==> config.mk <==
export PLATFORM = sky130hd
export DESIGN_NAME = mru_replacement_key_cache_top_flat
export DESIGN_NICKNAME = d
export VERILOG_FILES = /design/src/rtl/core/mrukc_pkg.sv /design/src/rtl/core/mrukc_if.sv /design/src/rtl/core/mrukc_ctrl.sv /design/src/rtl/core/mrukc_dpath.sv /design/src/rtl/core/mru_replacement_key_cache_top.sv /design/src/flat_wrapper.sv
export SDC_FILE = /design/constraint.sdc
export NUM_CORES = 1
export LEC_CHECK = 0
export BUFFER_PORTS_ARGS = -buffer_cell sky130_fd_sc_hd__buf_4
export CELL_PAD_IN_SITES_DETAIL_PLACEMENT = 1
export CELL_PAD_IN_SITES_GLOBAL_PLACEMENT = 1
export CORE_MARGIN = 1
export CORE_UTILIZATION = 30
export DETAILED_ROUTE_END_ITERATION = 8
export PLACE_DENSITY = 0.47
export SETUP_SLACK_MARGIN = 0.02
export SLEW_MARGIN = 20
export SYNTH_ARGS = -nofsm -noshare
export SYNTH_HDL_FRONTEND = slang
export SYNTH_SLANG_ARGS = --single-unit
==> constraint.sdc <==
create_clock -name clk -period 12.62 [get_ports clk]
set_input_delay 0.631 -clock clk [delete_from_list [all_inputs] [get_ports clk]]
set_output_delay 0.631 -clock clk [all_outputs]
set_load 0.01 [all_outputs]
==> src/rtl/core/mrukc_pkg.sv <==
package mrukc_pkg;

  // Configuration register width and reset value
  localparam int unsigned CFG_W = 5;
  localparam logic [CFG_W-1:0] CFG_LIMIT_RESET = 5'd16;

  // Request codes
  localparam logic REQ_ADD  = 1'b0;
  localparam logic REQ_FIND = 1'b1;

  // Commands from the sequencer to the datapath
  typedef struct packed {
    logic capture;  // latch request and register the compare vector
    logic update;   // reorder the stack and load the result register
  } mrukc_cmd_t;

endpackage

==> src/rtl/core/mrukc_if.sv <==
// Request channel
interface mrukc_in_if #(
  parameter int KEY_WIDTH = 32
);
  logic                 valid;
  logic                 ready;
  logic                 req_type;
  logic [KEY_WIDTH-1:0] key;

  modport source (output valid, output req_type, output key, input ready);
  modport sink   (input valid, input req_type, input key, output ready);
endinterface

// Result channel
interface mrukc_out_if #(
  parameter int KEY_WIDTH = 32
);
  logic                 valid;
  logic                 ready;
  logic                 hit;
  logic                 evicted_valid;
  logic [KEY_WIDTH-1:0] evicted_key;

  modport source (output valid, output hit, output evicted_valid, output evicted_key,
                  input ready);
  modport sink   (input valid, input hit, input evicted_valid, input evicted_key,
                  output ready);
endinterface

==> src/rtl/core/mrukc_ctrl.sv <==
module mrukc_ctrl (
  input  logic                  clk,
  input  logic                  rst_n,
  input  logic                  in_valid,
  output logic                  in_ready,
  output logic                  out_valid,
  input  logic                  out_ready,
  output mrukc_pkg::mrukc_cmd_t cmd
);
  import mrukc_pkg::*;

  typedef enum logic [1:0] {
    S_IDLE = 2'b01,
    S_UPD  = 2'b10
  } state_t;

  state_t state_r, state_nxt;
  logic   out_valid_r, out_valid_nxt;
  logic   out_free;

  assign in_ready  = (state_r == S_IDLE);
  assign out_valid = out_valid_r;
  assign out_free  = !out_valid_r || out_ready;

  // Sequencer: accept, then update once the result register can take the result
  always_comb begin
    state_nxt     = state_r;
    out_valid_nxt = out_valid_r;
    cmd.capture   = 1'b0;
    cmd.update    = 1'b0;
    if (out_valid_r && out_ready) begin
      out_valid_nxt = 1'b0;
    end
    unique case (state_r)
      S_IDLE: begin
        if (in_valid) begin
          cmd.capture = 1'b1;
          state_nxt   = S_UPD;
        end
      end
      S_UPD: begin
        if (out_free) begin
          cmd.update    = 1'b1;
          out_valid_nxt = 1'b1;
          state_nxt     = S_IDLE;
        end
      end
      default: begin
        state_nxt = S_IDLE;
      end
    endcase
  end

  always_ff @(posedge clk) begin
    if (!rst_n) begin
      state_r     <= S_IDLE;
      out_valid_r <= 1'b0;
    end else begin
      state_r     <= state_nxt;
      out_valid_r <= out_valid_nxt;
    end
  end

endmodule

==> src/rtl/core/mrukc_dpath.sv <==
module mrukc_dpath #(
  parameter int CAPACITY  = 16,
  parameter int KEY_WIDTH = 32
) (
  input  logic                       clk,
  input  logic                       rst_n,
  input  mrukc_pkg::mrukc_cmd_t      cmd,
  input  logic                       cfg_wr_en,
  input  logic [mrukc_pkg::CFG_W-1:0] cfg_wr_data,
  input  logic                       in_req_type,
  input  logic [KEY_WIDTH-1:0]       in_key,
  output logic                       out_hit,
  output logic                       out_evicted_valid,
  output logic [KEY_WIDTH-1:0]       out_evicted_key
);
  import mrukc_pkg::*;

  localparam int CNT_W = $clog2(CAPACITY + 1);
  localparam int LIM_W = (CNT_W > CFG_W) ? CNT_W : CFG_W;

  logic [KEY_WIDTH-1:0] stack_r [CAPACITY];
  logic [KEY_WIDTH-1:0] stack_nxt [CAPACITY];
  logic [CNT_W-1:0]     count_r, count_nxt;
  logic [CFG_W-1:0]     limit_r;
  logic [CAPACITY-1:0]  match_r, match_nxt;
  logic [CAPACITY-1:0]  shift_mask;
  logic                 req_r;
  logic [KEY_WIDTH-1:0] key_r;
  logic                 hit_r, ev_valid_r;
  logic [KEY_WIDTH-1:0] ev_key_r;
  logic                 hit, evict;
  logic [LIM_W-1:0]     lim_ext, lim_eff, cnt_ext;

  // Parallel compare of the incoming key against the occupied entries
  always_comb begin
    for (int i = 0; i < CAPACITY; i++) begin
      match_nxt[i] = (stack_r[i] == in_key) && (CNT_W'(i) < count_r);
    end
  end

  // Entries at or in front of the hit position move back by one
  always_comb begin
    for (int i = 0; i < CAPACITY; i++) begin
      shift_mask[i] = |(match_r >> i);
    end
  end

  // Effective limit, clamped to 1..CAPACITY
  always_comb begin
    lim_ext = LIM_W'(limit_r);
    cnt_ext = LIM_W'(count_r);
    if (lim_ext == '0) begin
      lim_eff = LIM_W'(1);
    end else if (lim_ext > LIM_W'(CAPACITY)) begin
      lim_eff = LIM_W'(CAPACITY);
    end else begin
      lim_eff = lim_ext;
    end
  end

  assign hit   = |match_r;
  assign evict = !hit && (req_r == REQ_ADD) && (cnt_ext >= lim_eff);

  // Next stack contents and fill count
  always_comb begin
    for (int i = 0; i < CAPACITY; i++) begin
      stack_nxt[i] = stack_r[i];
    end
    count_nxt = count_r;
    if (hit) begin
      for (int i = 1; i < CAPACITY; i++) begin
        if (shift_mask[i]) begin
          stack_nxt[i] = stack_r[i-1];
        end
      end
      stack_nxt[0] = key_r;
    end else if (req_r == REQ_ADD) begin
      if (evict) begin
        stack_nxt[0] = key_r;
      end else begin
        for (int i = 1; i < CAPACITY; i++) begin
          stack_nxt[i] = stack_r[i-1];
        end
        stack_nxt[0] = key_r;
        count_nxt    = count_r + CNT_W'(1);
      end
    end
  end

  // Key stack and result payload
  always_ff @(posedge clk) begin
    if (cmd.capture) begin
      req_r   <= in_req_type;
      key_r   <= in_key;
      match_r <= match_nxt;
    end
    if (cmd.update) begin
      for (int i = 0; i < CAPACITY; i++) begin
        stack_r[i] <= stack_nxt[i];
      end
      hit_r      <= hit;
      ev_valid_r <= evict;
      ev_key_r   <= evict ? stack_r[0] : '0;
    end
  end

  // Fill count and limit register
  always_ff @(posedge clk) begin
    if (!rst_n) begin
      count_r <= '0;
      limit_r <= CFG_LIMIT_RESET;
    end else begin
      if (cmd.update) begin
        count_r <= count_nxt;
      end
      if (cfg_wr_en) begin
        limit_r <= cfg_wr_data;
      end
    end
  end

  assign out_hit           = hit_r;
  assign out_evicted_valid = ev_valid_r;
  assign out_evicted_key   = ev_key_r;

endmodule

==> src/rtl/core/mru_replacement_key_cache_top.sv <==
// Most-recently-used replacement key cache.
// in_ch carries one request per transaction: req_type (add or find) and key.
// out_ch returns exactly one result per request: hit, evicted_valid and
// evicted_key (zero when nothing was evicted), in request order.
// cfg_wr_en/cfg_wr_data write the 5-bit capacity limit; write it only while
// no request is in flight.
// Timing: a request is accepted in the idle state, its key compared against
// all stored keys at that edge; the update step then reorders the recency
// stack and loads the result register once the result register is free.
// A new request is accepted only after the previous one has completed its
// update step.
// If the receiver stalls, the finished result waits in the result register;
// one further request may be accepted and is held at its update step until
// the waiting result is taken.
// Reset empties the store (fill count zero), sets the limit to 16, drops
// the result valid and idles the sequencer; stored keys need no clearing.
module mru_replacement_key_cache_top #(
  parameter int CAPACITY  = 16,
  parameter int KEY_WIDTH = 32
) (
  input  logic                        clk,
  input  logic                        rst_n,
  mrukc_in_if.sink                    in_ch,
  mrukc_out_if.source                 out_ch,
  input  logic                        cfg_wr_en,
  input  logic [mrukc_pkg::CFG_W-1:0] cfg_wr_data
);
  import mrukc_pkg::*;

  mrukc_cmd_t cmd;

  // Sequencer
  mrukc_ctrl u_ctrl (
    .clk       (clk),
    .rst_n     (rst_n),
    .in_valid  (in_ch.valid),
    .in_ready  (in_ch.ready),
    .out_valid (out_ch.valid),
    .out_ready (out_ch.ready),
    .cmd       (cmd)
  );

  // Key stack, compare and result register
  mrukc_dpath #(
    .CAPACITY  (CAPACITY),
    .KEY_WIDTH (KEY_WIDTH)
  ) u_dpath (
    .clk               (clk),
    .rst_n             (rst_n),
    .cmd               (cmd),
    .cfg_wr_en         (cfg_wr_en),
    .cfg_wr_data       (cfg_wr_data),
    .in_req_type       (in_ch.req_type),
    .in_key            (in_ch.key),
    .out_hit           (out_ch.hit),
    .out_evicted_valid (out_ch.evicted_valid),
    .out_evicted_key   (out_ch.evicted_key)
  );

  // One request in flight: no acceptance in the cycle after an acceptance
  a_one_in_flight: assert property (@(posedge clk) disable iff (!rst_n)
    (in_ch.valid && in_ch.ready) |=> !in_ch.ready)
    else $error("request accepted during update cycle");

  // An eviction only happens on a miss
  a_evict_miss: assert property (@(posedge clk) disable iff (!rst_n)
    (out_ch.valid && out_ch.evicted_valid) |-> !out_ch.hit)
    else $error("eviction reported together with a hit");

  // Evicted key is zero when nothing was evicted
  a_evict_zero: assert property (@(posedge clk) disable iff (!rst_n)
    (out_ch.valid && !out_ch.evicted_valid) |-> (out_ch.evicted_key == '0))
    else $error("non-zero evicted key without eviction");

endmodule
==> src/flat_wrapper.sv <==
// flat-port wrapper written by rule: the top's interface ports become plain ports
module mru_replacement_key_cache_top_flat import mrukc_pkg::*;
#(
  parameter int CAPACITY  = 16,
  parameter int KEY_WIDTH = 32
)
  (clk, rst_n, cfg_wr_en, cfg_wr_data, in_ch_valid, in_ch_req_type, in_ch_key, in_ch_ready, out_ch_valid, out_ch_hit, out_ch_evicted_valid, out_ch_evicted_key, out_ch_ready);
  mrukc_in_if #(.KEY_WIDTH(KEY_WIDTH)) in_ch_i ();
  mrukc_out_if #(.KEY_WIDTH(KEY_WIDTH)) out_ch_i ();
  input  logic clk;
  input  logic rst_n;
  input  logic cfg_wr_en;
  input  logic [mrukc_pkg::CFG_W-1:0] cfg_wr_data;
  input wire logic [$bits(in_ch_i.valid)-1:0] in_ch_valid;
  input wire logic [$bits(in_ch_i.req_type)-1:0] in_ch_req_type;
  input wire logic [$bits(in_ch_i.key)-1:0] in_ch_key;
  output wire logic [$bits(in_ch_i.ready)-1:0] in_ch_ready;
  output wire logic [$bits(out_ch_i.valid)-1:0] out_ch_valid;
  output wire logic [$bits(out_ch_i.hit)-1:0] out_ch_hit;
  output wire logic [$bits(out_ch_i.evicted_valid)-1:0] out_ch_evicted_valid;
  output wire logic [$bits(out_ch_i.evicted_key)-1:0] out_ch_evicted_key;
  input wire logic [$bits(out_ch_i.ready)-1:0] out_ch_ready;
  assign in_ch_i.valid = in_ch_valid;
  assign in_ch_i.req_type = in_ch_req_type;
  assign in_ch_i.key = in_ch_key;
  assign in_ch_ready = in_ch_i.ready;
  assign out_ch_valid = out_ch_i.valid;
  assign out_ch_hit = out_ch_i.hit;
  assign out_ch_evicted_valid = out_ch_i.evicted_valid;
  assign out_ch_evicted_key = out_ch_i.evicted_key;
  assign out_ch_i.ready = out_ch_ready;
  mru_replacement_key_cache_top #(.CAPACITY(CAPACITY), .KEY_WIDTH(KEY_WIDTH)) u_core (.clk(clk), .rst_n(rst_n), .in_ch(in_ch_i), .out_ch(out_ch_i), .cfg_wr_en(cfg_wr_en), .cfg_wr_data(cfg_wr_data));
endmodule
== Yosys cells after proc, flatten, opt, wreduce, memory -nomap -nowiden ==
Memory sizes are Yosys's and may differ from the RTL's.
Cells that the tools add are included.
W data, S select, Z words.

* Magnitude comparators: 18
* Shift-type cells: 0
* Reduce and logical (&&, ||, !) cells: 40
* Mux-type cells: 32
* Div/mod/pow operators: 0
* Equality and inequality tests: 20
* $add $sub $neg: 1
* Bitwise logic cells: 3
* $mul: 0

{| class="wikitable"
|+ Operators with widths
! operator !! count
|-
| $mux W512 || 2
|-
| $eq A32 B32 Y1 || 16
|-
| $mux W32 || 15
|-
| $mux W480 || 1
|-
| $lt A4 B5 Y1 const A || 8
|-
| $lt A3 B5 Y1 const A || 4
|-
| $logic_and A1 B1 Y1 || 19
|-
| $reduce_or A16 Y1 || 1
|-
| $reduce_or A15 Y1 || 1
|-
| $reduce_or A14 Y1 || 1
|-
| $reduce_or A13 Y1 || 1
|-
| $reduce_or A12 Y1 || 1
|-
| $reduce_or A11 Y1 || 1
|-
| $lt A1 B5 Y1 const A || 2
|-
| $lt A2 B5 Y1 const A || 2
|-
| $mux W5 || 2
|-
| $reduce_or A10 Y1 || 1
|-
| $mux W1 || 9
|-
| $reduce_or A9 Y1 || 1
|-
| $reduce_or A8 Y1 || 1
|-
| $reduce_or A7 Y1 || 1
|-
| $reduce_or A6 Y1 || 1
|-
| $add A5 B1 Y5 const B || 1
|-
| $ge A5 B5 Y1 || 1
|-
| 16 further kinds || 21
|}

* RAM bits: 512
* Bits in read-only memories: 0
* Bits in latches: 0
* Memories kept: 1
* Logic and storage cells: 125
* Flip-flop bits (word level): 96
* Output and inout port bits: 36

{| class="wikitable"
|+ Memories
! memory !! depth !! bits a word !! read ports !! clocked after Yosys merged registers in !! wr ports !! RTL line !! source
|-
| u_core.u_dpath.stack_r || 16 || 32 || 16 || 0 || 16 || mrukc_dpath.sv:21 || <nowiki>logic [KEY_WIDTH-1:0] stack_r [CAPACITY];</nowiki>
|}

== Depth between registers and ports, before layout ==
Gate-level depths: netlist of the first run.

* Word-level depth: 8
* Mapped depth: 10
* Mapped depth without buffers: 9

== Cells and area by module ==
From an unflattened synthesis of the first run, not the netlist that was laid out.

* Cell total of the unflattened synthesis: 1537
* Area, all modules: 25011.5 um^2

{| class="wikitable"
|+ Modules (own cells, without submodules)
! module !! instances !! cells an instance !! area an instance (um^2) !! sequential area each (um^2)
|-
| mrukc_dpath || 1 || 1525 || 24885.1 || 18067.3
|-
| mrukc_ctrl || 1 || 12 || 126.4 || 60.1
|}

== Worst setup path before layout of the first run ==
Ideal clock, no wire load.

* Path kind: input -> register
* Start point: input out_ch_ready
* End point: memory u_core.u_dpath.stack_r[8][0] (netlist: u_core.u_dpath.stack_r[1][0]), enable pin
* Arrival: 3868 ps
* Stages: 7
* Slack: 8320 ps
* Data required time: 12188 ps
* Path through: nand2b_1 nand2b_1 clkbuf_1 inv_1 o21ai_0 buf_2 a21oi_1

{| class="wikitable"
|+ RTL lines
! what !! RTL line !! source
|-
| start, declared || flat_wrapper.sv:22 || <nowiki>input wire logic [$bits(out_ch_i.ready)-1:0] out_ch_ready;</nowiki>
|-
| end, declared || mrukc_dpath.sv:21 ||
|}

==> flow_summary.toml, run 1 <==
[sta]
rsz0062_at_grt = "no"
finalMaxSlewViolations = 0
fmax_ghz = 0.306
layout_setup_ws_ns = 9.35
setup_viol = 0
finalWorstPathRequiredPeriod_ns = 3.27
hold_violations = 0
tns_ns = 0
finalCritPeriodShare = 0.259
tightest_slew_ns = 0.897
skew_ns = 0.0185
slew_headroom = 0.386

[global_route]
grt_pass1_wl_um = 110000
grt_pass1_vias = 14099
grt_max_degree = 51
overflow = 0
grtUsageTotal = 0.187
antenna_found_initial = 1

[cells_and_area]
area_growth_syn_to_layout_pct = 17.2
diodes = 0
fillers = 8305
layout_common_cells = "edfxtp_1, xor2_1, xnor2_1"
drive_gt1_frac = 0.134
final_common_cell = "edfxtp_1"
final_nets = 1692

[route]
firstDrtPassIters = 5
ant_nets = 0
via_per_inst = 4.74
drt_iter0_drc = 923
wl_per_cell_um = 28.5
wl_met1_um = 34400
num_vias = 13117
drc_errors = 0
routed-wl-met3_um = 2730
top_layer_used = "met4"
wl_um = 78800
route.met2.wl_um = 39600

[power_and_ir_drop]
power.density_nw_per_um2 = 151
ir_drop_uv = 106
p_leak_nw = 9.36

[yosys]
syn_avg_cell_area_um2 = 16.3
synth-edff-count = 595
synth_cell_type_count = 43
syn-instance-count = 1537
syn_nets = 1586
synth_seq_cells = 608
synthArstFlopShare = 0
yosysWarnings = 0
syn_area_um2 = 25000
ys.flop_type = "edfxtp_1"
seq_area_frac_synth = 0.725

[worst_setup_path]
end_kind = "register"
arrival_ns = 3.59
start_kind = "register"
critical_path_required_ns = 12.93
cp_max_fo = 19
crit_type = "reg -> reg"

[die]
die_w_um = 291
ios = 79
core-area_um2 = 82200
die_y_um = 291
start_util = 0.304
die_area_um2 = 84600
rows = 105

[run_status]
outcome = "completed"

[placement]
hpwl_um = 54600
io_buffers = 78
dp_slack_ns = 9.16
gp_congestion = 0.751

[clock_network]
cts-resized-gates = 0
post_cts_buffers = 0
htree_levels = 3
cts_buffers = 70
clk_latency_ns = 0.62
cts_buffer_depth = 3
clk_pin_slew_worst_paths_ns = 0.06
clock_sinks = 608
tritoncts = "yes"
cts_root_buf = "clkbuf_16"
cts_hold_buffers = 0

[hold_path]
hold_path.class = "in -> reg"

[job]
maxCapViolCount = 0
[power by group]
part	internal (W)	total (W)	switching, W
clock network	0.00110	0.00195	0.000846
registers	0.00224	0.00226	0.0000243
logic	0.0000745	0.000228	0.000153
total	0.00341	0.00444	0.00102
[cells in the mapped netlist, drive strengths merged, types with 7 or more instances]
cell	instances	area, um^2
nand4	57	357
xnor2	177	1550
nor3	18	95.1
a21oi	17	85.1
nor4	95	624
xor2	335	2930
and2	33	206
dfxtp	13	260
edfxtp	595	17900
nand2	14	52.6
clkbuf	55	206
nand3	18	90.1
a2111oi	7	61.3
nor2	27	109
buf	21	92.6
inv	9	33.8
[final cells by class]
class | instances | area (um^2) | share of cell area
Multi-Input combinational cell | 844 | 6690 | 0.228
Sequential cell | 608 | 18100 | 0.618
Tap cell | 1070 | 1340 | 0.0457
Timing Repair Buffer | 110 | 993 | 0.0339
Clock buffer | 90 | 1850 | 0.0630
Inverter | 9 | 33.8 | 0.00115
Clock inverter | 35 | 290 | 0.00990
[logic make-up after synthesis]
family                     synth area share
and+or+nand+nor                      0.0669
buffers and inverters                0.0133
muxes                               0.00160
DFF                                   0.725
adders and majority gates           0.00300
xor gates and xnor gates              0.179
AOI/OAI and AO/OA                    0.0114
[stage by stage]
stage          instance area, um^2  hold slack, ns   util  cells  power [W]
2_1_floorplan                25000           0.400      -   1537    0.00242
3_3_place_gp                 26900           0.400  0.328   2632    0.00253
3_5_place_dp                 27100           0.405  0.329   2637    0.00253
4_1_cts                      29200           0.161  0.355   2762    0.00449
5_1_grt                      29300           0.165  0.357   2766    0.00457
6_report                     29300           0.200  0.357   2766    0.00444
[registers in the layout (all words and copies together) (netlist names), 2 cells and up]
| name | cells |
|---|---|
| u_core.u_dpath.out_evicted_key | 32 |
| u_core.u_dpath.lim_ext | 5 |
| u_core.u_dpath.match_r | 16 |
| u_core.u_dpath.stack_r | 512 |
| u_core.u_dpath.cnt_ext | 5 |
| u_core.u_dpath.key_r | 32 |
| u_core.u_ctrl.state_r | 2 |
[metal layers]
layer | vias up | GRT usage
met5 | - | 0
met4 | 0 | 0.0529
met3 | 110 | 0.0333
met2 | 243 | 0.321
met1 | 6889 | 0.240
li1 | 5875 | -
[worst paths after layout]
| check | end | from | slack [ns] | cells past startpoint |
|---|---|---|---|---|
| max reg2reg | u_core.u_dpath.stack_r[1][73] | u_core.u_dpath.cnt_ext[2] | 9.35 | 8 |
| max | u_core.u_dpath.stack_r[1][73] | u_core.u_dpath.cnt_ext[2] | 9.35 | 8 |
| min | u_core.u_dpath.req_r | in_ch_req_type | 0.20 | 1 |
| min reg2reg | u_core.u_dpath.stack_r[0][29] | u_core.u_dpath.key_r[29] | 0.41 | 0 |
[worst max-delay path: stages, from the launching register on]
cell	delay, ns
dfxtp_1	0.69
ha_1	0.35
a21o_1	0.16
a31oi_1	0.31
o211a_1	0.38
o21ai_2	0.07
buf_4	0.22
a21oi_4	0.53
buf_16	0.24
Power figures use the tool's default switching activity.
==> run 2, diff against run 1 <==
ABC_AREA = 1   (was unset)
PLACE_DENSITY = 0.5   (was 0.47)
clock period = 2.72 ns   (was 12.62 ns; I/O delays follow)
==> run 2 against run 1 <==
Compared with the run above:
- first-iteration DRC count rose by 60%
- via count rose by 30%
- maximum frequency rose by 12%
- die area rose by 4.4%
- critical path type unchanged
- largest cell class unchanged
- critical path depth rose by 8
- design area rose by 9.7%
- synthesized cell count rose by 32%
- total power rose to 4.9 times the previous value
- the run now ends with negative setup slack left
- routed wire length rose by 29%
- sequential power rose to 4.6 times the previous value
==> flow_summary.toml, run 2 <==
[run_status]
outcome = "complete, but fails checks"
violations = "negative setup slack"

[worst_setup_path]
critical_path_required_ns = 3.06
crit_chain = "or4_4 > nand2_4 > nand2_4 > ha_4 > nand2_2 > nor2_4 > nand2_2 > and3_4 > nor2_8 > nor2_4 > inv_2 > buf_12 > buf_12 > nor2_4 > buf_12 > clkbuf_16"
arrival_ns = 3.26
cp_slowest_stage_delay_ns = 0.57
start_kind = "register"
ff2ff_setup_slack_ns = -0.20
critPathSlowestCell = "or4_4"
r2r_end = "u_core.u_dpath.stack_r[1][229]"
rr_worst_depth = 16
crit_type = "reg -> reg"
cp_max_fo = 8
r2r-start = "u_core.u_dpath.lim_ext[1]"
end_kind = "register"

[clock_network]
clk_latency_ns = 0.64
clk_pin_slew_worst_paths_ns = 0.06
htree_levels = 3
clock_sinks = 608
tritoncts = "yes"
cts_buffer_depth = 3
cts_root_buf = "clkbuf_16"
cts_buffers = 71

[die]
die_y_um = 297
die_area_um2 = 88200
die_w_um = 297
ios = 79
core-area_um2 = 85700
start_util = 0.305
rows = 107

[hold_path]
hold_path.class = "in -> reg"
whs_path_depth = 2
min-delay-start = "in_ch_key[6]"
hold_end = "u_core.u_dpath.key_r[6]"

[placement]
gp_congestion = 0.859
io_buffers = 78
hpwl_um = 71300
place_inst = 3287
dp_slack_ns = -0.163
dpl_cell_area_um2 = 28900

[sta]
rsz0062_at_grt = "yes"
fmax_ghz = 0.342
layout_setup_ws_ns = -0.203
tightest_slew_ns = 1.00
slew_headroom = 0.332
finalWorstPathRequiredPeriod_ns = 2.92
hold_violations = 0
finalMaxSlewViolations = 0
finalCritPeriodShare = 1.07
skew_ns = 0.0403
setup_viol = 430

[yosys]
seq_area_frac_synth = 0.694
synth_seq_cells = 608
yosys.area.top_type = "edfxtp_1"
synth.most_common_cell = "edfxtp_1"
ys_top_cells_by_area = "edfxtp_1, xnor2_1, nand2_1"
synthArstFlopShare = 0
ys.flop_type = "edfxtp_1"
synth-edff-count = 595
synthTopCellsByCount = "edfxtp_1, nand2_1, nor2_1"
syn_avg_cell_area_um2 = 12.9
syn-instance-count = 2027
syn_area_um2 = 26100
yosysTopAreaCellShare = 0.684
syn_nets = 2076
synth_cell_type_count = 42
yosysWarnings = 0

[power_and_ir_drop]
p_leak_nw = 11.1
power.density_nw_per_um2 = 677
total_power_w = 0.0218
ir_drop_uv = 437

[cells_and_area]
drive_gt1_frac = 0.177
regArea_um2 = 18100
fillers = 9022
stdcell_area_um2 = 32200
layout_common_cells = "edfxtp_1, nand2_1, nor2_1"
area_growth_syn_to_layout_pct = 23.1
largest_reg_flops = 512
final_common_cell = "edfxtp_1"
final_nets = 2318
regMostFlops = "u_core.u_dpath.stack_r"
instances_no_fill = 3469
multi_input_area_um2 = 7440

[global_route]
grt_pass1_vias = 17679
antenna_found_initial = 9
overflow = 0
grt_pass1_wl_um = 140000
grt_max_degree = 36
grtUsageTotal = 0.227

[route]
drc_errors = 0
num_vias = 17089
firstDrtPassIters = 5
via_per_inst = 4.93
wl_per_cell_um = 29.3
wl_um = 102000
drt_iter0_drc = 1475
ant_nets = 0

[job]
maxCapViolCount = 0
## run 2: changes by cell type in the layout (fill, tap and decap cells not counted), moves of 34 or more
cell     previous run  this run
xor2_1            335       134
nand3_1            18        52
nor2_1             19       209
o21ai_0             2        93
inv_1               7        80
nor2_4              1        49
nand2_1            14       347
o22ai_1             0        54
nor4_1             93         2
buf_4             101       168
## run 2: cell type report
class,count,share of cell area
multi-input cells,1259,0.231
clock buffers,76,0.0558
inverters,93,0.0111
flip-flops and latches,608,0.564
clock inverters,51,0.0187
repair buffers,236,0.0746
diodes,2,0.000156
well taps,1144,0.0445
## run 2: metal layers
metal  GRT usage  vias to the layer above  wire length [um]
li1            -                     7521                 -
met1       0.308                     8946             44600
met2       0.382                      487             49300
met3      0.0267                      133              4860
met4      0.0595                        2              2730
met5           0                        -                13
## run 2: logic make-up (layout without fill, tap and decap cells)
family / after synthesis / after routing / share of synthesized area
adder cells (fa/ha/maj): 6 / 6 / 0.00287
AND/OR/NAND/NOR: 769 / 769 / 0.132
XOR/XNOR: 307 / 307 / 0.103
buffers and inverters: 160 / 456 / 0.0301
AO/OA/AOI/OAI: 177 / 177 / 0.0381
other: 0 / 2 / 0
flip-flops: 608 / 608 / 0.694
## run 2: worst max-delay path by stage
| stage | startpoint | to | slack (ns) | depth (start not counted) |
|---|---|---|---|---|
| after floorplan | u_core.u_dpath.lim_ext[0] | u_core.u_dpath.stack_r[0][128] | -0.22 | 10 |
| after global placement | u_core.u_dpath.lim_ext[0] | u_core.u_dpath.stack_r[1][245] | -0.15 | 14 |
| after detailed placement | u_core.u_dpath.lim_ext[0] | u_core.u_dpath.stack_r[1][233] | -0.16 | 14 |
| after CTS | u_core.u_dpath.lim_ext[3] | u_core.u_dpath.stack_r[1][100] | -0.15 | 15 |
| after global routing | u_core.u_dpath.lim_ext[1] | u_core.u_dpath.stack_r[1][229] | -0.26 | 16 |
| final | u_core.u_dpath.lim_ext[1] | u_core.u_dpath.stack_r[1][229] | -0.20 | 16 |
## run 2: where the power goes
group | switching, W | leakage [nW] | internal, W
sequential | 0.000117 | 5.52 | 0.0104
combinational | 0.000966 | 4.46 | 0.000482
clock | 0.00419 | 1.14 | 0.00564
total | 0.00527 | 11.1 | 0.0165
## run 2: repair_timing
item	CTS	global route
endpoints found under the setup margin	512	512
hold buffers	26	0
setup buffers	7	6
pin swaps	9	9
gates cloned	4	10
resized for setup	19	20
hold endpoints to repair	22	0
## run 2: worst max-delay path, delay by kind of cell, from the launching register on
kind                     cells  cell delay (ns)
AND/OR/NAND/NOR             10             1.45
buffers and inverters        5             0.63
flip-flops                   1             0.33
adder cells (fa/ha/maj)      1             0.23
## run 2: stage by stage
stage	utilization	hold slack, ns	TNS [ns]
floorplan	-	0.235	-70.30
global placement	0.337	0.327	-45.12
detailed placement	0.337	0.325	-60.19
CTS	0.371	0.0149	-22.96
global route	0.375	0.0162	-73.38
finish	0.375	0.0446	-42.72
==> run 3, diff against run 2 <==
BUFFER_PORTS_ARGS = unset   (was -buffer_cell sky130_fd_sc_hd__buf_4)
CORE_UTILIZATION = 39   (was 30)
DONT_BUFFER_PORTS = 1   (was unset)
PLACE_DENSITY = 0.61   (was 0.5)
==> run 3 against run 2 <==
Compared with the run above:
- the flow still finishes with violations (negative setup slack)
- sequential power is essentially flat
- total power shrank 4.9%
- count of clock-buffer cells in the layout grew 6
- cell count shrank 11%
- via count grew 0.95%
- combinational power shrank 23%
- design area shrank 4.2%
- flip-flop and latch count is the same
- critical path type unchanged
- highest routed layer unchanged
==> flow_summary.toml, run 3 (same netlist as run 2, synthesis figures left out) <==
[route]
route.met2.wl_um = 48100
wl_met1_um = 40000
drt_iter0_drc = 2041
ant_nets = 0
drc_errors = 0
num_vias = 17251
top_layer_used = "met5"
routed-wl-met3_um = 6700
wl_per_cell_um = 32.6
firstDrtPassIters = 5
wl_um = 100000
via_per_inst = 5.61

[cells_and_area]
regMostFlops = "u_core.u_dpath.stack_r"
instances_no_fill = 3075
final_nets = 2208
final_common_cell = "edfxtp_1"
largest_reg_flops = 512
layout_common_cells = "edfxtp_1, nand2_1, nor2_1"
drive_gt1_frac = 0.129
area_growth_syn_to_layout_pct = 17.9

[placement]
hpwl_um = 63100
place_inst = 2874
gp_congestion = 0.890
io_buffers = 0

[power_and_ir_drop]
pwr-share-clk = 0.440
p_sw_frac = 0.234
combPwrFrac = 0.054
internal-power_w = 0.0159
total_power_w = 0.0207
p_leak_nw = 10.5
ir_drop_uv = 438
power.density_nw_per_um2 = 672
switchingPower_w = 0.00485
p_seq_frac = 0.507

[clock_network]
htree_levels = 3
tritoncts = "yes"
clk_pin_slew_worst_paths_ns = 0.07
cts_buffers = 69
clk_latency_ns = 0.63
clock_sinks = 608
cts_root_buf = "clkbuf_16"
cts_buffer_depth = 3

[run_status]
outcome = "complete, but fails checks"
violations = "negative setup slack"

[die]
die_w_um = 261
die_area_um2 = 68000
core-area_um2 = 66000
die_y_um = 261
start_util = 0.396
rows = 94
ios = 79

[sta]
finalMaxSlewViolations = 0
finalWorstPathRequiredPeriod_ns = 2.89
tns_ns = -51.32
layout_setup_ws_ns = -0.174
skew_ns = 0.0247
finalCritPeriodShare = 1.06
fmax_ghz = 0.346
hold_violations = 0
rsz0062_at_grt = "yes"
setup_viol = 490
tightest_slew_ns = 1.04
slew_headroom = 0.309

[worst_setup_path]
arrival_ns = 3.23
ff2ff_setup_slack_ns = -0.17
critical_path_required_ns = 3.06
end_kind = "register"
cp_max_fo = 16
crit_type = "reg -> reg"
start_kind = "register"

[global_route]
overflow = 0
antenna_found_initial = 2
grtUsageTotal = 0.296
grt_max_degree = 36
grt_pass1_vias = 17808
grt_pass1_wl_um = 138000

[hold_path]
hold_path.class = "in -> reg"

[job]
maxCapViolCount = 0
==> run 3: metal layers <==
| layer | GRT usage | up-vias |
|---|---|---|
| li1 | - | 7304 |
| met1 | 0.373 | 8978 |
| met2 | 0.490 | 734 |
| met3 | 0.0591 | 233 |
| met4 | 0.138 | 2 |
| met5 | 0 | - |
==> run 3: critical path: stages (launching register included) <==
cell,delay [ns]
dfxtp_2,0.33
or4_4,0.57
nand2_4,0.13
nand2_2,0.08
ha_4,0.23
nand2_4,0.08
nor2_4,0.04
nand2_2,0.06
and3_4,0.22
nor2_8,0.05
nor2_4,0.12
inv_4,0.06
buf_12,0.13
buf_12,0.13
nor2_4,0.15
clkbuf_16,0.21
==> run 3: what timing repair did <==
item                       CTS  global route
setup buffers               18             5
gates resized for setup     41            18
setup endpoints to repair  512           517
hold endpoints to repair    58             0
gates cloned                 7             5
pin swaps                    8             8
hold buffers                48             0
==> run 3: path summary, 6_finish.rpt <==
check / start / end / depth (start not counted)
hold / removal: in_ch_key[27] / u_core.u_dpath.match_r[0] / 5
hold reg to reg: u_core.u_dpath.key_r[18] / u_core.u_dpath.stack_r[0][18] / 0
setup reg to reg: u_core.u_dpath.lim_ext[3] / u_core.u_dpath.stack_r[1][132] / 15
setup / recovery: u_core.u_dpath.lim_ext[3] / u_core.u_dpath.stack_r[1][132] / 15
==> run 3: power groups by stage <==
stage	logic, W	registers (W)	clock network [W]
6_report	0.00111	0.0105	0.00910
5_1_grt	0.00118	0.0105	0.00950
4_1_cts	0.00109	0.0105	0.00916
3_5_place_dp	0.000890	0.0107	0
3_3_place_gp	0.000866	0.0107	0
2_1_floorplan	0.000694	0.0106	0
==> run 3: through the flow <==
stage	hold slack (ns)	area, um^2	setup WS (ns)	util
final	0.0169	30800	-0.174	0.467
after CTS	0.000190	30700	-0.0825	0.465
after floorplan	0.235	26200	-0.215	-
after global placement	0.235	27500	-0.0989	0.417
after global routing	0.0286	30800	-0.230	0.467
after detailed placement	0.235	27500	-0.204	0.417
==> run 3: layout make-up <==
cell class / count / area, um^2
clock buffer: 82 / 1800
inverter: 93 / 359
antenna: 1 / 2.50
multi-input combinational: 1259 / 7490
tap: 864 / 1080
timing repair buffer: 128 / 1560
fill: 6687 / 35200
clock inverter: 40 / 379
sequential: 608 / 18100
